## config.mk

```make
export PLATFORM = sky130hd
export DESIGN_NAME = onv_connection_parity
export DESIGN_NICKNAME = d
export VERILOG_FILES = /design/src/hw/rtl/ocp_pkg.sv /design/src/hw/rtl/ocp_front.sv /design/src/hw/rtl/ocp_queue.sv /design/src/hw/rtl/ocp_back.sv /design/src/hw/rtl/onv_connection_parity.sv
export SDC_FILE = /design/constraint.sdc
export NUM_CORES = 1
export LEC_CHECK = 0
export BUFFER_PORTS_ARGS = -buffer_cell sky130_fd_sc_hd__buf_2
export CORE_ASPECT_RATIO = 0.75
export CORE_MARGIN = 3
export CORE_UTILIZATION = 30
export DETAILED_ROUTE_END_ITERATION = 6
export GPL_TIMING_DRIVEN = 0
export PLACE_DENSITY = 0.56
export SLEW_MARGIN = 20
export SYNTH_ARGS = -nofsm -noshare
export SYNTH_HDL_FRONTEND = slang
export SYNTH_SLANG_ARGS = --single-unit
export TNS_END_PERCENT = 100
```

## constraint.sdc

```tcl
create_clock -name clk -period 25 [get_ports clk]
set_clock_uncertainty 0.05 [all_clocks]
set_input_delay 1.25 -clock clk [delete_from_list [all_inputs] [get_ports clk]]
set_output_delay 1.25 -clock clk [all_outputs]
set_load 0.005 [all_outputs]
```

## src/hw/rtl/ocp_pkg.sv

```systemverilog
// ocp_pkg: shared types and constants for the occupation-string parity block
// no dependencies

package ocp_pkg;

  localparam int DATA_W  = 64;
  localparam int POP_W   = 7;
  localparam int CNT_W   = 10;
  localparam int POS_W   = 3;
  localparam logic [CNT_W-1:0] COUNT_MAX = {CNT_W{1'b1}};

  localparam int QUEUE_DEPTH = 2;
  localparam int QPTR_W      = (QUEUE_DEPTH > 1) ? $clog2(QUEUE_DEPTH) : 1;
  localparam int QCNT_W      = $clog2(QUEUE_DEPTH + 1);

  // one classified word, as handed from the front to the back
  typedef struct packed {
    logic [DATA_W-1:0] ann;
    logic [DATA_W-1:0] cre;
    logic [DATA_W-1:0] com;
    logic [POP_W-1:0]  ann_cnt;
    logic [POP_W-1:0]  cre_cnt;
    logic              ops_odd;
    logic              below_odd;
    logic              com_odd;
    logic              last;
  } entry_t;

endpackage

```

## src/hw/rtl/ocp_front.sv

```systemverilog
// ocp_front: splits one word pair into masks, popcounts and local parities
// depends on ocp_pkg

module ocp_front #(
  parameter int WORD_BITS = 64
) (
  input  logic [63:0]     source_word,
  input  logic [63:0]     target_word,
  input  logic            final_word,
  output ocp_pkg::entry_t entry
);

  localparam logic [ocp_pkg::DATA_W-1:0] WORD_MASK =
    {ocp_pkg::DATA_W{1'b1}} >> (ocp_pkg::DATA_W - WORD_BITS);

  logic [ocp_pkg::DATA_W-1:0] s;
  logic [ocp_pkg::DATA_W-1:0] t;
  logic [ocp_pkg::DATA_W-1:0] ann;
  logic [ocp_pkg::DATA_W-1:0] cre;
  logic [ocp_pkg::DATA_W-1:0] com;
  logic [ocp_pkg::DATA_W-1:0] ops;
  logic [ocp_pkg::DATA_W-1:0] below;

  always_comb begin
    s   = source_word & WORD_MASK;
    t   = target_word & WORD_MASK;
    ann = s & ~t;
    cre = t & ~s;
    com = s & t;
    ops = ann | cre;
    // exclusive prefix parity of the common bits
    below = com << 1;
    below = below ^ (below << 1);
    below = below ^ (below << 2);
    below = below ^ (below << 4);
    below = below ^ (below << 8);
    below = below ^ (below << 16);
    below = below ^ (below << 32);

    entry.ann       = ann;
    entry.cre       = cre;
    entry.com       = com;
    entry.ann_cnt   = ocp_pkg::POP_W'($countones(ann));
    entry.cre_cnt   = ocp_pkg::POP_W'($countones(cre));
    entry.ops_odd   = ^ops;
    entry.below_odd = ^(ops & below);
    entry.com_odd   = ^com;
    entry.last      = final_word;
  end

endmodule

```

## src/hw/rtl/ocp_queue.sv

```systemverilog
// ocp_queue: short register queue between the front and the back
// depends on ocp_pkg

module ocp_queue (
  input  logic            clk,
  input  logic            rst,
  input  logic            push,
  input  ocp_pkg::entry_t push_data,
  output logic            full,
  input  logic            pop,
  output logic            nonempty,
  output ocp_pkg::entry_t pop_data
);

  ocp_pkg::entry_t slots [ocp_pkg::QUEUE_DEPTH];
  logic [ocp_pkg::QPTR_W-1:0] wr_ptr;
  logic [ocp_pkg::QPTR_W-1:0] rd_ptr;
  logic [ocp_pkg::QCNT_W-1:0] count;

  function automatic logic [ocp_pkg::QPTR_W-1:0] bump(input logic [ocp_pkg::QPTR_W-1:0] p);
    if (p == ocp_pkg::QPTR_W'(ocp_pkg::QUEUE_DEPTH - 1)) begin
      return '0;
    end
    return p + 1'b1;
  endfunction

  assign full     = (count == ocp_pkg::QCNT_W'(ocp_pkg::QUEUE_DEPTH));
  assign nonempty = (count != '0);
  assign pop_data = slots[rd_ptr];

  always_ff @(posedge clk) begin
    if (rst) begin
      wr_ptr <= '0;
      rd_ptr <= '0;
      count  <= '0;
    end else begin
      if (push) begin
        wr_ptr <= bump(wr_ptr);
      end
      if (pop) begin
        rd_ptr <= bump(rd_ptr);
      end
      if (push && !pop) begin
        count <= count + 1'b1;
      end else if (pop && !push) begin
        count <= count - 1'b1;
      end
    end
  end

  always_ff @(posedge clk) begin
    if (push) begin
      slots[wr_ptr] <= push_data;
    end
  end

endmodule

```

## src/hw/rtl/ocp_back.sv

```systemverilog
// ocp_back: running counts, parity, word index and the result register
// depends on ocp_pkg

module ocp_back #(
  parameter int MAX_WORDS = 8
) (
  input  logic                                clk,
  input  logic                                rst,
  input  logic                                entry_valid,
  input  ocp_pkg::entry_t                     entry,
  output logic                                entry_take,
  output logic                                result_valid,
  input  logic                                result_ready,
  output logic [ocp_pkg::POS_W-1:0]           word_position,
  output logic [ocp_pkg::DATA_W-1:0]          annihilate_mask,
  output logic [ocp_pkg::DATA_W-1:0]          create_mask,
  output logic [ocp_pkg::DATA_W-1:0]          common_mask,
  output logic [ocp_pkg::CNT_W-1:0]           annihilate_total,
  output logic [ocp_pkg::CNT_W-1:0]           create_total,
  output logic                                phase_odd,
  output logic                                result_last
);

  localparam int CW = (MAX_WORDS > 1) ? $clog2(MAX_WORDS) : 1;

  logic                        common_parity;
  logic                        phase_acc;
  logic [CW-1:0]               word_counter;
  logic [ocp_pkg::CNT_W-1:0]   ann_count;
  logic [ocp_pkg::CNT_W-1:0]   cre_count;

  logic                        phase_next;
  logic                        common_parity_next;
  logic [CW-1:0]               word_counter_next;
  logic [ocp_pkg::CNT_W-1:0]   ann_count_next;
  logic [ocp_pkg::CNT_W-1:0]   cre_count_next;
  logic [ocp_pkg::CNT_W:0]     ann_sum;
  logic [ocp_pkg::CNT_W:0]     cre_sum;
  logic [CW:0]                 counter_inc;
  logic [CW+2:0]               pos_ext;

  assign entry_take = entry_valid && (!result_valid || result_ready);

  always_comb begin
    ann_sum = {1'b0, ann_count} + (ocp_pkg::CNT_W + 1)'(entry.ann_cnt);
    cre_sum = {1'b0, cre_count} + (ocp_pkg::CNT_W + 1)'(entry.cre_cnt);
    ann_count_next = ann_sum[ocp_pkg::CNT_W] ? ocp_pkg::COUNT_MAX
                                             : ann_sum[ocp_pkg::CNT_W-1:0];
    cre_count_next = cre_sum[ocp_pkg::CNT_W] ? ocp_pkg::COUNT_MAX
                                             : cre_sum[ocp_pkg::CNT_W-1:0];
    phase_next = phase_acc ^ (entry.ops_odd & common_parity) ^ entry.below_odd;
    common_parity_next = common_parity ^ entry.com_odd;
    counter_inc = {1'b0, word_counter} + 1'b1;
    if (counter_inc >= (CW + 1)'(MAX_WORDS)) begin
      word_counter_next = '0;
    end else begin
      word_counter_next = counter_inc[CW-1:0];
    end
    pos_ext = (CW + 3)'(word_counter);
  end

  always_ff @(posedge clk) begin
    if (rst) begin
      common_parity <= 1'b0;
      phase_acc     <= 1'b0;
      word_counter  <= '0;
      ann_count     <= '0;
      cre_count     <= '0;
      result_valid  <= 1'b0;
    end else begin
      if (entry_take) begin
        result_valid <= 1'b1;
        if (entry.last) begin
          common_parity <= 1'b0;
          phase_acc     <= 1'b0;
          word_counter  <= '0;
          ann_count     <= '0;
          cre_count     <= '0;
        end else begin
          common_parity <= common_parity_next;
          phase_acc     <= phase_next;
          word_counter  <= word_counter_next;
          ann_count     <= ann_count_next;
          cre_count     <= cre_count_next;
        end
      end else if (result_ready) begin
        result_valid <= 1'b0;
      end
    end
  end

  always_ff @(posedge clk) begin
    if (entry_take) begin
      word_position    <= pos_ext[ocp_pkg::POS_W-1:0];
      annihilate_mask  <= entry.ann;
      create_mask      <= entry.cre;
      common_mask      <= entry.com;
      annihilate_total <= ann_count_next;
      create_total     <= cre_count_next;
      phase_odd        <= phase_next;
      result_last      <= entry.last;
    end
  end

endmodule

```

## src/hw/rtl/onv_connection_parity.sv

```systemverilog
// onv_connection_parity: excitation masks, running counts and permutation parity
// depends on ocp_pkg, ocp_front, ocp_queue, ocp_back
//
//   channel  handshake                    payload
//   item     item_valid / item_ready      source_word, target_word, final_word
//   result   result_valid / result_ready  word_position, three masks, totals,
//                                         phase_odd, result_last
//
// one item per cycle sustained while result_ready stays high; an accepted item is registered in turn
// (front into the two-entry queue, back into the result register)
// item_ready drops only when the queue is full, i.e. after the result side stalls
// rst is synchronous and clears the queue, the running state and result_valid
// running state returns to zero after each item flagged final_word

module onv_connection_parity #(
  parameter int MAX_WORDS = 8,
  parameter int WORD_BITS = 64
) (
  input  logic        clk,
  input  logic        rst,
  input  logic        item_valid,
  output logic        item_ready,
  input  logic [63:0] source_word,
  input  logic [63:0] target_word,
  input  logic        final_word,
  output logic        result_valid,
  input  logic        result_ready,
  output logic [2:0]  word_position,
  output logic [63:0] annihilate_mask,
  output logic [63:0] create_mask,
  output logic [63:0] common_mask,
  output logic [9:0]  annihilate_total,
  output logic [9:0]  create_total,
  output logic        phase_odd,
  output logic        result_last
);

  ocp_pkg::entry_t front_entry;
  ocp_pkg::entry_t queue_entry;
  logic            queue_full;
  logic            queue_nonempty;
  logic            queue_pop;

  assign item_ready = !queue_full;

  ocp_front #(
    .WORD_BITS (WORD_BITS)
  ) u_front (
    .source_word (source_word),
    .target_word (target_word),
    .final_word  (final_word),
    .entry       (front_entry)
  );

  ocp_queue u_queue (
    .clk       (clk),
    .rst       (rst),
    .push      (item_valid && item_ready),
    .push_data (front_entry),
    .full      (queue_full),
    .pop       (queue_pop),
    .nonempty  (queue_nonempty),
    .pop_data  (queue_entry)
  );

  ocp_back #(
    .MAX_WORDS (MAX_WORDS)
  ) u_back (
    .clk              (clk),
    .rst              (rst),
    .entry_valid      (queue_nonempty),
    .entry            (queue_entry),
    .entry_take       (queue_pop),
    .result_valid     (result_valid),
    .result_ready     (result_ready),
    .word_position    (word_position),
    .annihilate_mask  (annihilate_mask),
    .create_mask      (create_mask),
    .common_mask      (common_mask),
    .annihilate_total (annihilate_total),
    .create_total     (create_total),
    .phase_odd        (phase_odd),
    .result_last      (result_last)
  );

endmodule

```

Word level (Yosys, flattened, before mapping). Memories as Yosys holds them, arrays and structs flattened. A register that Yosys moved wholly into a read port is not among the register bits. Cells that the tools add are included.

Equal/unequal tests: 1. Muxes and demuxes: 26. Bitwise operators: 17. Add/sub/neg operators: 133. Reductions and logical operators: 15. Magnitude comparators: 1.

Operator list (number): XOR 64 bit (6); adder 7 bit (46); AND 64 bit (4); parity 64 bit (3); adder 1 x 1 -> 2 bit (64); NOT 64 bit (2); bitwise OR 64 bit (1); adder 2 x 2 -> 3 bit (16); two-way mux 10 bit (4); adder 10 x 7 -> 11 bit (2); two-way mux 1 bit (18); two-way mux 3 bit (2); nonzero test 2 bit (3); adder 3 x 1 -> 4 bit, second input constant (1); >= comparator 4 bit, second input constant (1); logical AND 1 bit (4); logical NOT 1 bit (4); two-way mux 2 bit (2); XOR 1 bit (3); adder 1 bit, second input constant (2); adder 2 x 1 -> 2 bit, second input constant (1); == test 2 bit, second input constant (1); subtractor 2 x 1 -> 2 bit, second input constant (1); AND 1 bit (1); logical OR 1 bit (1).

Memories: 1. Input bits: 133. Logic and storage cells: 211. Bits in registers: 247. Bits in writable memories: 420.

Memory list: u_queue.slots (words 2, bits a word 210, rd ports 1, clocked after memory_dff 1, wr ports 1, RTL line ocp_queue.sv:15) `ocp_pkg::entry_t slots [ocp_pkg::QUEUE_DEPTH];`.

Depth between registers and ports, before layout. Gate-level depths: netlist of the first run.

Depth in word-level cells: 9. Mapped depth: 24. Gate-level depth less buffers: 24.

By module. From an unflattened synthesis of the first run, not the netlist that was laid out.

Cell total of the unflattened synthesis: 2193. Area total of the unflattened synthesis: 34092.7 µm².

Modules (own cells, without submodules): ocp_queue (sequential area each 12712.2 µm², times used 1, cells an instance 675, area each 15437.3 µm²); ocp_front (sequential area each 0.0 µm², times used 1, cells an instance 1094, area each 10271.1 µm²); ocp_back (sequential area each 7036.7 µm², times used 1, cells an instance 422, area each 8374.3 µm²); onv_connection_parity (sequential area each 0.0 µm², times used 1, cells an instance 2, area each 10.0 µm²).

Worst setup path before layout of the first run. No wires, ideal clock.

Path kind: input to register. Start point: input item_valid. End point: memory u_queue.slots[0][0] (netlist name), enable pin. Arrival time: 10.042 ns. Data required time: 24.167 ns. Path slack: 14.125 ns. Cell stages on the path: 2. Setup time: 0.783 ns. Cells stage by stage: nand2_1 > nor2_1.

Longest elaborated chain between the ends: 3.

Ends and longest elaborated chain: from (decl) (RTL line onv_connection_parity.sv:21) `input logic item_valid,`; logical AND 1 bit (RTL line onv_connection_parity.sv:58) `.push (item_valid && item_ready),`; two-way mux 1 bit (RTL line ocp_queue.sv:52) `if (push) begin`; two-way mux 1 bit (not written as such) (RTL line ocp_queue.sv:53) `slots[wr_ptr] <= push_data;`; to (decl) (RTL line ocp_queue.sv:15).

No other way between the ends.

==> results of run 1 <==
## synth_stat cells, types with 2 or more instances
cell / number / share of area (%)
fa_1: 118 / 6.9
nor2b_1: 19 / 0.35
nand3b_1: 2 / 0.044
mux2i_1: 22 / 0.65
nor3_1: 2 / 0.029
xnor2_2: 3 / 0.14
xor2_1: 45 / 1.2
xor2_2: 2 / 0.095
a21oi_1: 32 / 0.47
buf_1: 11 / 0.12
a311oi_1: 2 / 0.051
xnor2_1: 168 / 4.3
o21ai_0: 25 / 0.37
and2_1: 3 / 0.055
nand2_1: 26 / 0.29
nand3_1: 5 / 0.073
ha_1: 298 / 11
xor3_1: 3 / 0.21
nor3b_1: 4 / 0.088
and3_1: 2 / 0.037
o32a_1: 2 / 0.059
a22oi_1: 21 / 0.46
o22ai_1: 11 / 0.20
xnor3_2: 7 / 0.49
nand2b_1: 12 / 0.22
or3_1: 2 / 0.037
nor2_1: 64 / 0.70
xnor3_1: 23 / 1.5
a31oi_1: 2 / 0.037
o211ai_1: 2 / 0.044
or3b_2: 2 / 0.051
dfxtp_1: 31 / 1.8
buf_2: 6 / 0.088
a21o_1: 13 / 0.29
mux2_2: 211 / 7.0
xnor2_4: 2 / 0.16
edfxtp_1: 637 / 56
o21bai_1: 3 / 0.066
inv_1: 352 / 3.9
clkbuf_1: 22 / 0.24
## worst max-delay path by stage
stage	to	slack, ps	depth (start not counted)
final	u_queue.slots[0][10]	18180	22
after floorplan	u_queue.slots[0][0]	14120	2
after CTS	u_queue.slots[0][10]	18170	22
after global routing	u_queue.slots[0][10]	17910	22
after detailed placement	u_queue.slots[0][10]	17450	22
after global placement	u_queue.slots[0][114]	6690	3
## registers in the layout, summed over array words and instances, names as in the netlist, 10 cells and up, named ones only
register / count
u_back.common_mask: 64
u_back.create_mask: 64
u_back.annihilate_total: 10
u_queue.slots: 420
u_back.annihilate_mask: 64
u_back.ann_count: 10
u_back.create_total: 10
u_back.cre_count: 10
## final cells by class
cell class                      count  share of cell area (%)
Buffer                             39                  0.3831
Tap cell                         1512                   4.634
Clock inverter                     45                   1.263
Sequential cell                   668                   48.38
Timing Repair Buffer              371                   5.468
Inverter                          352                   3.255
Multi-Input combinational cell   1168                   31.65
Antenna cell                       11                 0.06743
Clock buffer                       89                   4.904
## critical path, cell delays in order
cell	delay, ps
buf_2	130
inv_1	60
ha_1	200
inv_1	80
fa_1	530
inv_1	40
ha_1	170
ha_1	300
fa_1	600
fa_1	490
fa_1	570
inv_1	80
fa_1	410
inv_1	80
fa_1	450
fa_1	540
ha_1	310
a21o_1	170
a21oi_1	220
o21bai_1	90
a21oi_1	170
xnor2_1	230
## power by group through the flow
stage	logic (mW)	clock network (mW)	registers, mW
after floorplan	1.86	0	1.99
after global placement	2.80	0	2.06
after detailed placement	2.88	0	1.92
after CTS	2.90	1.18	1.90
after global routing	3.10	1.22	1.92
final	2.79	1.14	1.89
## layer usage
layer	track usage, %	part of all wire, %	wire, um
met1	21.76	48	43380
met2	23.08	45	40030
met3	3.377	5.1	4616
met4	3.524	2.0	1754
met5	0	0.026	23
## metrics by stage
| stage | cell area, um2 | util, % |
|---|---|---|
| finish | 40820 | 36.38 |
| global route | 40800 | 36.36 |
| CTS | 40800 | 36.36 |
| detailed placement | 38280 | 34.12 |
| global placement | 37780 | 33.67 |
| floorplan | 34130 | - |
## cell families after synthesis
kind of cell	count (synthesis)	synth area share (%)
XOR/XNOR	253	8.079
AO/OA/AOI/OAI	119	2.210
multiplexers	234	7.651
flip-flops	668	57.86
AND/OR/NAND/NOR	146	2.031
buffers and inverters	391	4.322
adder cells (fa/ha/maj)	416	17.85
==> results.md, run 1 <==
- Status: finished clean
- First-pass GRT wire length: 128,200 um
- Wire length per cell: 21.11 um
- Gate Count Post-Synth: 2,227
- Synth Flop Type: edfxtp_1
- Hold WC Path Type: register to register
- Final Power: 5.816 mW
- Mapped cell area: 34,130 um2
- RSZ-0062 raised after global routing: false
- Final setup margin: 18,180 ps
- Dpl cells: 4,110
- CTS tree: built
- Multi-input logic area: 12,920 um2
- Worst slack at placement: 17,450 ps
- Vias: 18,210
- ANT nets after route: 0
- Worst R2R End: u_back.cre_count[2]
- Gpl congestion: 0.7782
- Syn_nets: 2,776
- CP endpoint kind: register
- Vias in the first global route: 18,380
- Yosys reg bits: 668
- Final setup fails: 0
- Max clock buf depth: 3
- Clk network pwr share: 19.6%
- Max-cap violations: 0
- Leakage Power: 16.91 nW
- F_max: 0.1467 GHz
- Arrival time worst endpoint: 7160 ps
- Slew headroom: 30.21%
- Total negative slack: 0 ps
- YS warnings: 0
- Fillers: 10,830
- Total Routing Usage GR: 15.10%
- PostCTS Resize Cnt: 0
- Hold Violations, Final: 0
- Share of power burned in registers: 32.5%
- Initial Utilization: 30.42%
- Hold path endpoint: u_back.word_position[2]
- Clock Sinks: 668
- Slew Limit Fails: 0
- Initial antenna violation count: 11
- DIE AREA: 117,900 um2
- Fin nets: 3,223
- Hold_buf cts: 0
- Detailed Routing Iterations Pass 1: 5
- IO Count: 352
- P&R area growth vs syn: 19.60%
- Final wirelength: 89,810 um
- CTS Root Cell: clkbuf_16
- Critical path class: input pin to register
- HPWL after DPL: 70,400 um
- Average size of a mapped cell: 15.33 um2
- Hold depth: 0
- Period utilization: 27.27%
- Die H: 298.1 um
- CP Max Fanout: 3
- Worst Hold Launch: u_back.word_counter[2]
- H-tree depth: 3
- Crit start category: input pin
- Sw frac: 35.68%
- Port buffer count: 351
- Final min period: 6817 ps
- CP Data Required Time: 25,350 ps
- Comb pwr share: 47.9%
- # rows: 106
- Cell internal pwr: 3.741 mW
- Core area: 112,200 um2
- Most frequent cells in the layout: edfxtp_1 (637), buf_2 (357), inv_1 (351), ha_1 (298), mux2_2 (211)
- NetSw: 2.075 mW
- Cells on worst reg2reg path: 17
- Initial DRC count: 1,093
- Clk_lat worst skew: 630 ps
- Commonest non-fill, non-tap cell in the layout: edfxtp_1
- Grt ovf: 0
- Register clock-pin slew on the reported worst setup and hold paths: 60 ps
- EDFF count, synth: 637
- Vias/cell: 4.280
- Fraction of registers with async set/reset: 0%
- Pwr Density: 142.5 nW/um2
- Sequential area share after synthesis: 57.86%
- Worst vdd ir: 0.1719 mV
- Unique masters post-synth: 50
- R2R Setup Slk: 20,000 ps
- Residual DRC: 0
- Die X-Extent: 395.5 um
- Hold Slack: 435.9 ps
- CP Launch Point: source_word[45]
- Num CTS Buffers: 74
- Share of layout cells above drive strength 1: 26.46%
- Layout Cells excl Fill: 4,255
- Setup repair bufs after CTS: 0
- Worst-margin pin slew: 1047 ps
- Register area: 19,750 um2
- Largest net degree at the start of global routing: 91
(Power assumes the default switching activity.)
==> run 2: changes to the inputs <==
Clock period 25 ns to 6.8 ns, I/O delays scaled along.
==> results.md, run 2 (synthesized netlist as in run 1, its figures left out) <==
- Post-Layout Inst Area: 41,080 um2
- CP Max Fanout: 3
- Residual DRC: 0
- F_max: 0.1558 GHz
- Dpl cells: 4,109
- CP endpoint kind: register
- Biggest register: u_queue.slots
- Commonest non-fill, non-tap cell in the layout: edfxtp_1
- Share of layout cells above drive strength 1: 26.04%
- Hold path endpoint: u_queue.slots[0][94]
- Buf/Inv on CP: 7
- P&R area growth vs syn: 20.35%
- Wire length per cell: 21.17 um
- Die X-Extent: 395.5 um
- # rows: 106
- Worst R2R End: u_back.cre_count[2]
- Worst Hold Launch: target_word[12]
- Max reg flops: 420
- Clock Sinks: 668
- Slowest stage delay, CP: 610 ps
- Max-cap violations: 0
- Master of the slowest instance on the critical path: fa_1
- Port buffer count: 351
- Core area: 112,200 um2
- DP Area: 38,250 um2
- CTS tree: built
- ANT nets after route: 0
- Most frequent cells in the layout: edfxtp_1 (637), buf_2 (357), inv_1 (351), ha_1 (298), mux2_2 (211)
- H-tree depth: 3
- Slew Limit Fails: 0
- Final wirelength: 90,630 um
- IO Count: 352
- HPWL after DPL: 70,310 um
- Worst-margin pin slew: 1077 ps
- Clk_lat worst skew: 650 ps
- Final min period: 6420 ps
- Worst vdd ir: 0.7706 mV
- Num CTS Buffers: 76
- Total Routing Usage GR: 15.27%
- Cell Chain, Critical Path: dlygate4sd3_1, buf_2, inv_1, ha_1, inv_1, fa_1, inv_1, ha_1, ha_1, fa_1, fa_1, fa_1, inv_1, fa_1, inv_1, fa_1, fa_1, ha_1, a21o_1, a21oi_1, o21bai_1, a21oi_1, xnor2_1
- CP Data Required Time: 7160 ps
- R2R Setup Slk: 1810 ps
- First-pass GRT wire length: 129,800 um
- Grt ovf: 0
- Pwr Density: 524.4 nW/um2
- Die H: 298.1 um
- Cells on worst reg2reg path: 18
- Crit start category: input pin
- DIE AREA: 117,900 um2
- Hold depth: 2
- Slew headroom: 28.18%
- Initial DRC count: 975
- Top delay family on crit path: adder cells
- Arrival time worst endpoint: 6780 ps
- Initial Utilization: 30.42%
- Max clock buf depth: 3
- Hold Violations, Final: 0
- Final setup fails: 0
- Leakage Power: 17.00 nW
- Fin nets: 3,252
- Hold Slack: 63.82 ps
- Largest net degree at the start of global routing: 90
- Layout Cells excl Fill: 4,281
- Gpl congestion: 0.7784
- Register clock-pin slew on the reported worst setup and hold paths: 60 ps
- Period utilization: 94.41%
- Vias in the first global route: 18,780
- Initial antenna violation count: 11
- Status: finished clean
- CTS Root Cell: clkbuf_16
- Most used cell, CP: fa_1
- Worst slack at placement: 141.6 ps
- Vias/cell: 4.278
- RSZ-0062 raised after global routing: false
- Critical path class: input pin to register
- Hold WC Path Type: input pin to register
- Setup repair bufs after CTS: 0
- Final setup margin: 379.9 ps
- Fillers: 10,840
- Detailed Routing Iterations Pass 1: 5
- Layout Utilization: 36.61%
- Vias: 18,310
run 2: changes by cell type in the layout (fill, tap and decap cells not counted), sizes merged:
cell	previous run	this run
buf	388	387
bufinv	11	10
clkbuf	111	115
clkinv	29	26
clkinvlp	2	5
diode	11	8
dlygate4sd3	0	28
inv	355	354
run 2: worst max-delay path by stage:
stage / from / endpoint / slack (ps) / cells past startpoint
after floorplan: u_queue.count[0] / u_queue.slots[0][0] / 160 / 3
after global placement: u_queue.count[0] / u_queue.slots[0][181] / -4310 / 3
after detailed placement: source_word[53] / u_queue.slots[1][10] / 140 / 22
after CTS: source_word[44] / u_queue.slots[0][10] / 370 / 23
after global routing: source_word[44] / u_queue.slots[0][10] / 120 / 23
final: source_word[44] / u_queue.slots[0][10] / 380 / 23
run 2: what timing repair did:
item / CTS / global route
hold endpoints to repair: 49 / 0
hold buffers: 28 / 0
resized for setup: 0 / 0
run 2: layout make-up:
class	instances	area [um2]	area share (%)
multi-input combinational	1168	12920	31.45
clock buffer	93	2008	4.889
antenna	8	20.02	0.04874
timing repair buffer	398	2485	6.049
clock inverter	43	518.0	1.261
inverter	352	1329	3.235
tap	1512	1892	4.606
sequential	668	19750	48.08
buffer	39	156.4	0.3807
run 2: routing by layer:
metal	vias to the layer above	GRT usage [%]	wire, um
met5	-	0	0
met4	0	3.328	1650
met3	102	3.503	4524
met2	393	23.69	40820
met1	9145	21.76	43630
li1	8673	-	-
run 2: stage by stage:
stage | setup TNS, ps | power (mW)
detailed placement | 0 | 17.70
global placement | -2032150 | 17.43
CTS | 0 | 22.08
global route | 0 | 23.07
floorplan | 0 | 14.11
finish | 0 | 21.54
run 2: report_power, final:
part | leakage [nW] | internal [mW] | switching [mW]
combinational | 9.43 | 4.61 | 5.77
sequential | 6.35 | 6.64 | 0.307
clock | 1.21 | 2.49 | 1.72
total | 17.0 | 13.7 | 7.80
==> run 3: changes to the inputs <==
Settings changed: REMOVE_ABC_BUFFERS set to 1.
Clock period 6.8 ns to 6.4 ns, I/O delays scaled along.
==> results.md, run 3 (synthesized netlist as in run 1, its figures left out) <==
- Max reg flops: 420
- Cell Chain, Critical Path: dlygate4sd3_1, buf_2, inv_1, ha_2, inv_1, fa_1, inv_1, ha_1, ha_1, fa_1, inv_1, fa_1, inv_1, fa_1, fa_1, fa_1, fa_1, ha_1, a21o_1, a21oi_2, o21bai_1, a21oi_1, xnor2_1
- Port buffer count: 351
- Initial Utilization: 30.42%
- Period utilization: 96.56%
- Critical path class: input pin to register
- Die X-Extent: 395.5 um
- CP Max Fanout: 3
- Clk_lat worst skew: 660 ps
- ANT nets after route: 0
- Buf/Inv on CP: 7
- Master of the slowest instance on the critical path: fa_1
- Max clock buf depth: 3
- Initial antenna violation count: 12
- Crit start category: input pin
- Clock Sinks: 668
- Final min period: 6180 ps
- DIE AREA: 117,900 um2
- Grt ovf: 0
- HPWL after DPL: 67,330 um
- Die H: 298.1 um
- P&R area growth vs syn: 20.88%
- Initial DRC count: 989
- Vias: 18,310
- Hold Violations, Final: 0
- Slew Limit Fails: 0
- Largest net degree at the start of global routing: 78
- # rows: 106
- Leakage Power: 17.03 nW
- F_max: 0.1618 GHz
- Status: finished clean
- Pwr Density: 555.5 nW/um2
- Slowest stage delay, CP: 610 ps
- First-pass GRT wire length: 128,600 um
- Top delay family on crit path: adder cells
- Total Routing Usage GR: 14.98%
- Hold WC Path Type: input pin to register
- Final setup margin: 220.1 ps
- Vias in the first global route: 18,930
- H-tree depth: 3
- IO Count: 352
- Max-cap violations: 0
- Most used cell, CP: fa_1
- Arrival time worst endpoint: 6520 ps
- DP Area: 38,270 um2
- CP endpoint kind: register
- Final wirelength: 88,450 um
- Slew headroom: 36.62%
- Layout Cells excl Fill: 4,269
- Wire length per cell: 20.72 um
- Most frequent cells in the layout: edfxtp_1 (637), inv_1 (351), buf_2 (351), ha_1 (293), mux2_2 (211)
- Worst slack at placement: -157.5 ps
- CTS tree: built
- Layout Utilization: 36.77%
- CP Data Required Time: 6740 ps
- Post-Layout Inst Area: 41,260 um2
- Worst-margin pin slew: 924.2 ps
- Core area: 112,200 um2
- Share of layout cells above drive strength 1: 26.73%
- Num CTS Buffers: 74
- Gpl congestion: 0.7548
- Worst vdd ir: 0.7691 mV
- Vias/cell: 4.290
- Final setup fails: 0
- Detailed Routing Iterations Pass 1: 5
- Residual DRC: 0
- Biggest register: u_queue.slots
- Final Power: 22.92 mW
- Register clock-pin slew on the reported worst setup and hold paths: 60 ps
- Dpl cells: 4,076
- Fin nets: 3,243
- Commonest non-fill, non-tap cell in the layout: edfxtp_1
- CTS Root Cell: clkbuf_16
run 3: cell count changes in the layout (fill, tap and decap cells not counted), moves of 3 or more:
cell / change
dlygate4sd3_1: +25
fa_2: +7
a21oi_1: -3
a21oi_2: +3
clkbuf_1: -22
fa_1: -7
bufinv_16: -5
ha_1: -5
buf_1: -11
buf_16: +6
ha_2: +3
buf_2: -6
clkbuf_16: -3
run 3: final cells by class:
class                      instances  area (um2)
multi-input combinational       1168       13010
sequential                       668       19750
clock inverter                    42       402.9
fill                           10760       70940
timing repair buffer             430        2903
antenna                            7       17.52
tap                             1512        1892
clock buffer                      90        1953
inverter                         352        1329
run 3: timing repair:
item                                    CTS  global route
setup buffers                             0             1
endpoints found under the hold margin   102             0
hold buffers                             53             0
endpoints found under the setup margin    0             8
resized for setup                         0            17
run 3: power breakdown:
group          switching, mW  leakage, nW  internal [mW]  total [mW]
registers              0.402         6.35           7.07        7.47
clock network           1.82         1.13           2.39        4.21
logic                   6.13         9.55           5.12        11.2
run 3: worst paths after layout:
| path | startpoint | to | slack (ps) | cells after the start |
|---|---|---|---|---|
| setup / recovery | source_word[35] | u_queue.slots[1][10] | 220 | 23 |
| hold / removal | source_word[32] | u_queue.slots[1][178] | 60 | 2 |
| setup reg to reg | register | u_back.cre_count[9] | 2940 | 14 |
| hold reg to reg | u_queue.rd_ptr | u_queue.rd_ptr | 460 | 2 |
run 3: through the flow:
step	setup TNS, ps	hold WS [ps]
2_1_floorplan	-979820	339.1
3_5_place_dp	-602.6	434.3
5_1_grt	-33.25	25.94
4_1_cts	0	0.2199
6_report	0	63.22
3_3_place_gp	-5950660	412.0
run 3: metal layers:
| metal | track usage (%) | vias to the layer above | routed length (um) |
|---|---|---|---|
| met4 | 3.435 | 10 | 1769 |
| met5 | 0 | - | 68 |
| li1 | - | 8659 | - |
| met2 | 22.80 | 394 | 39450 |
| met3 | 3.995 | 113 | 5055 |
| met1 | 21.28 | 9136 | 42110 |
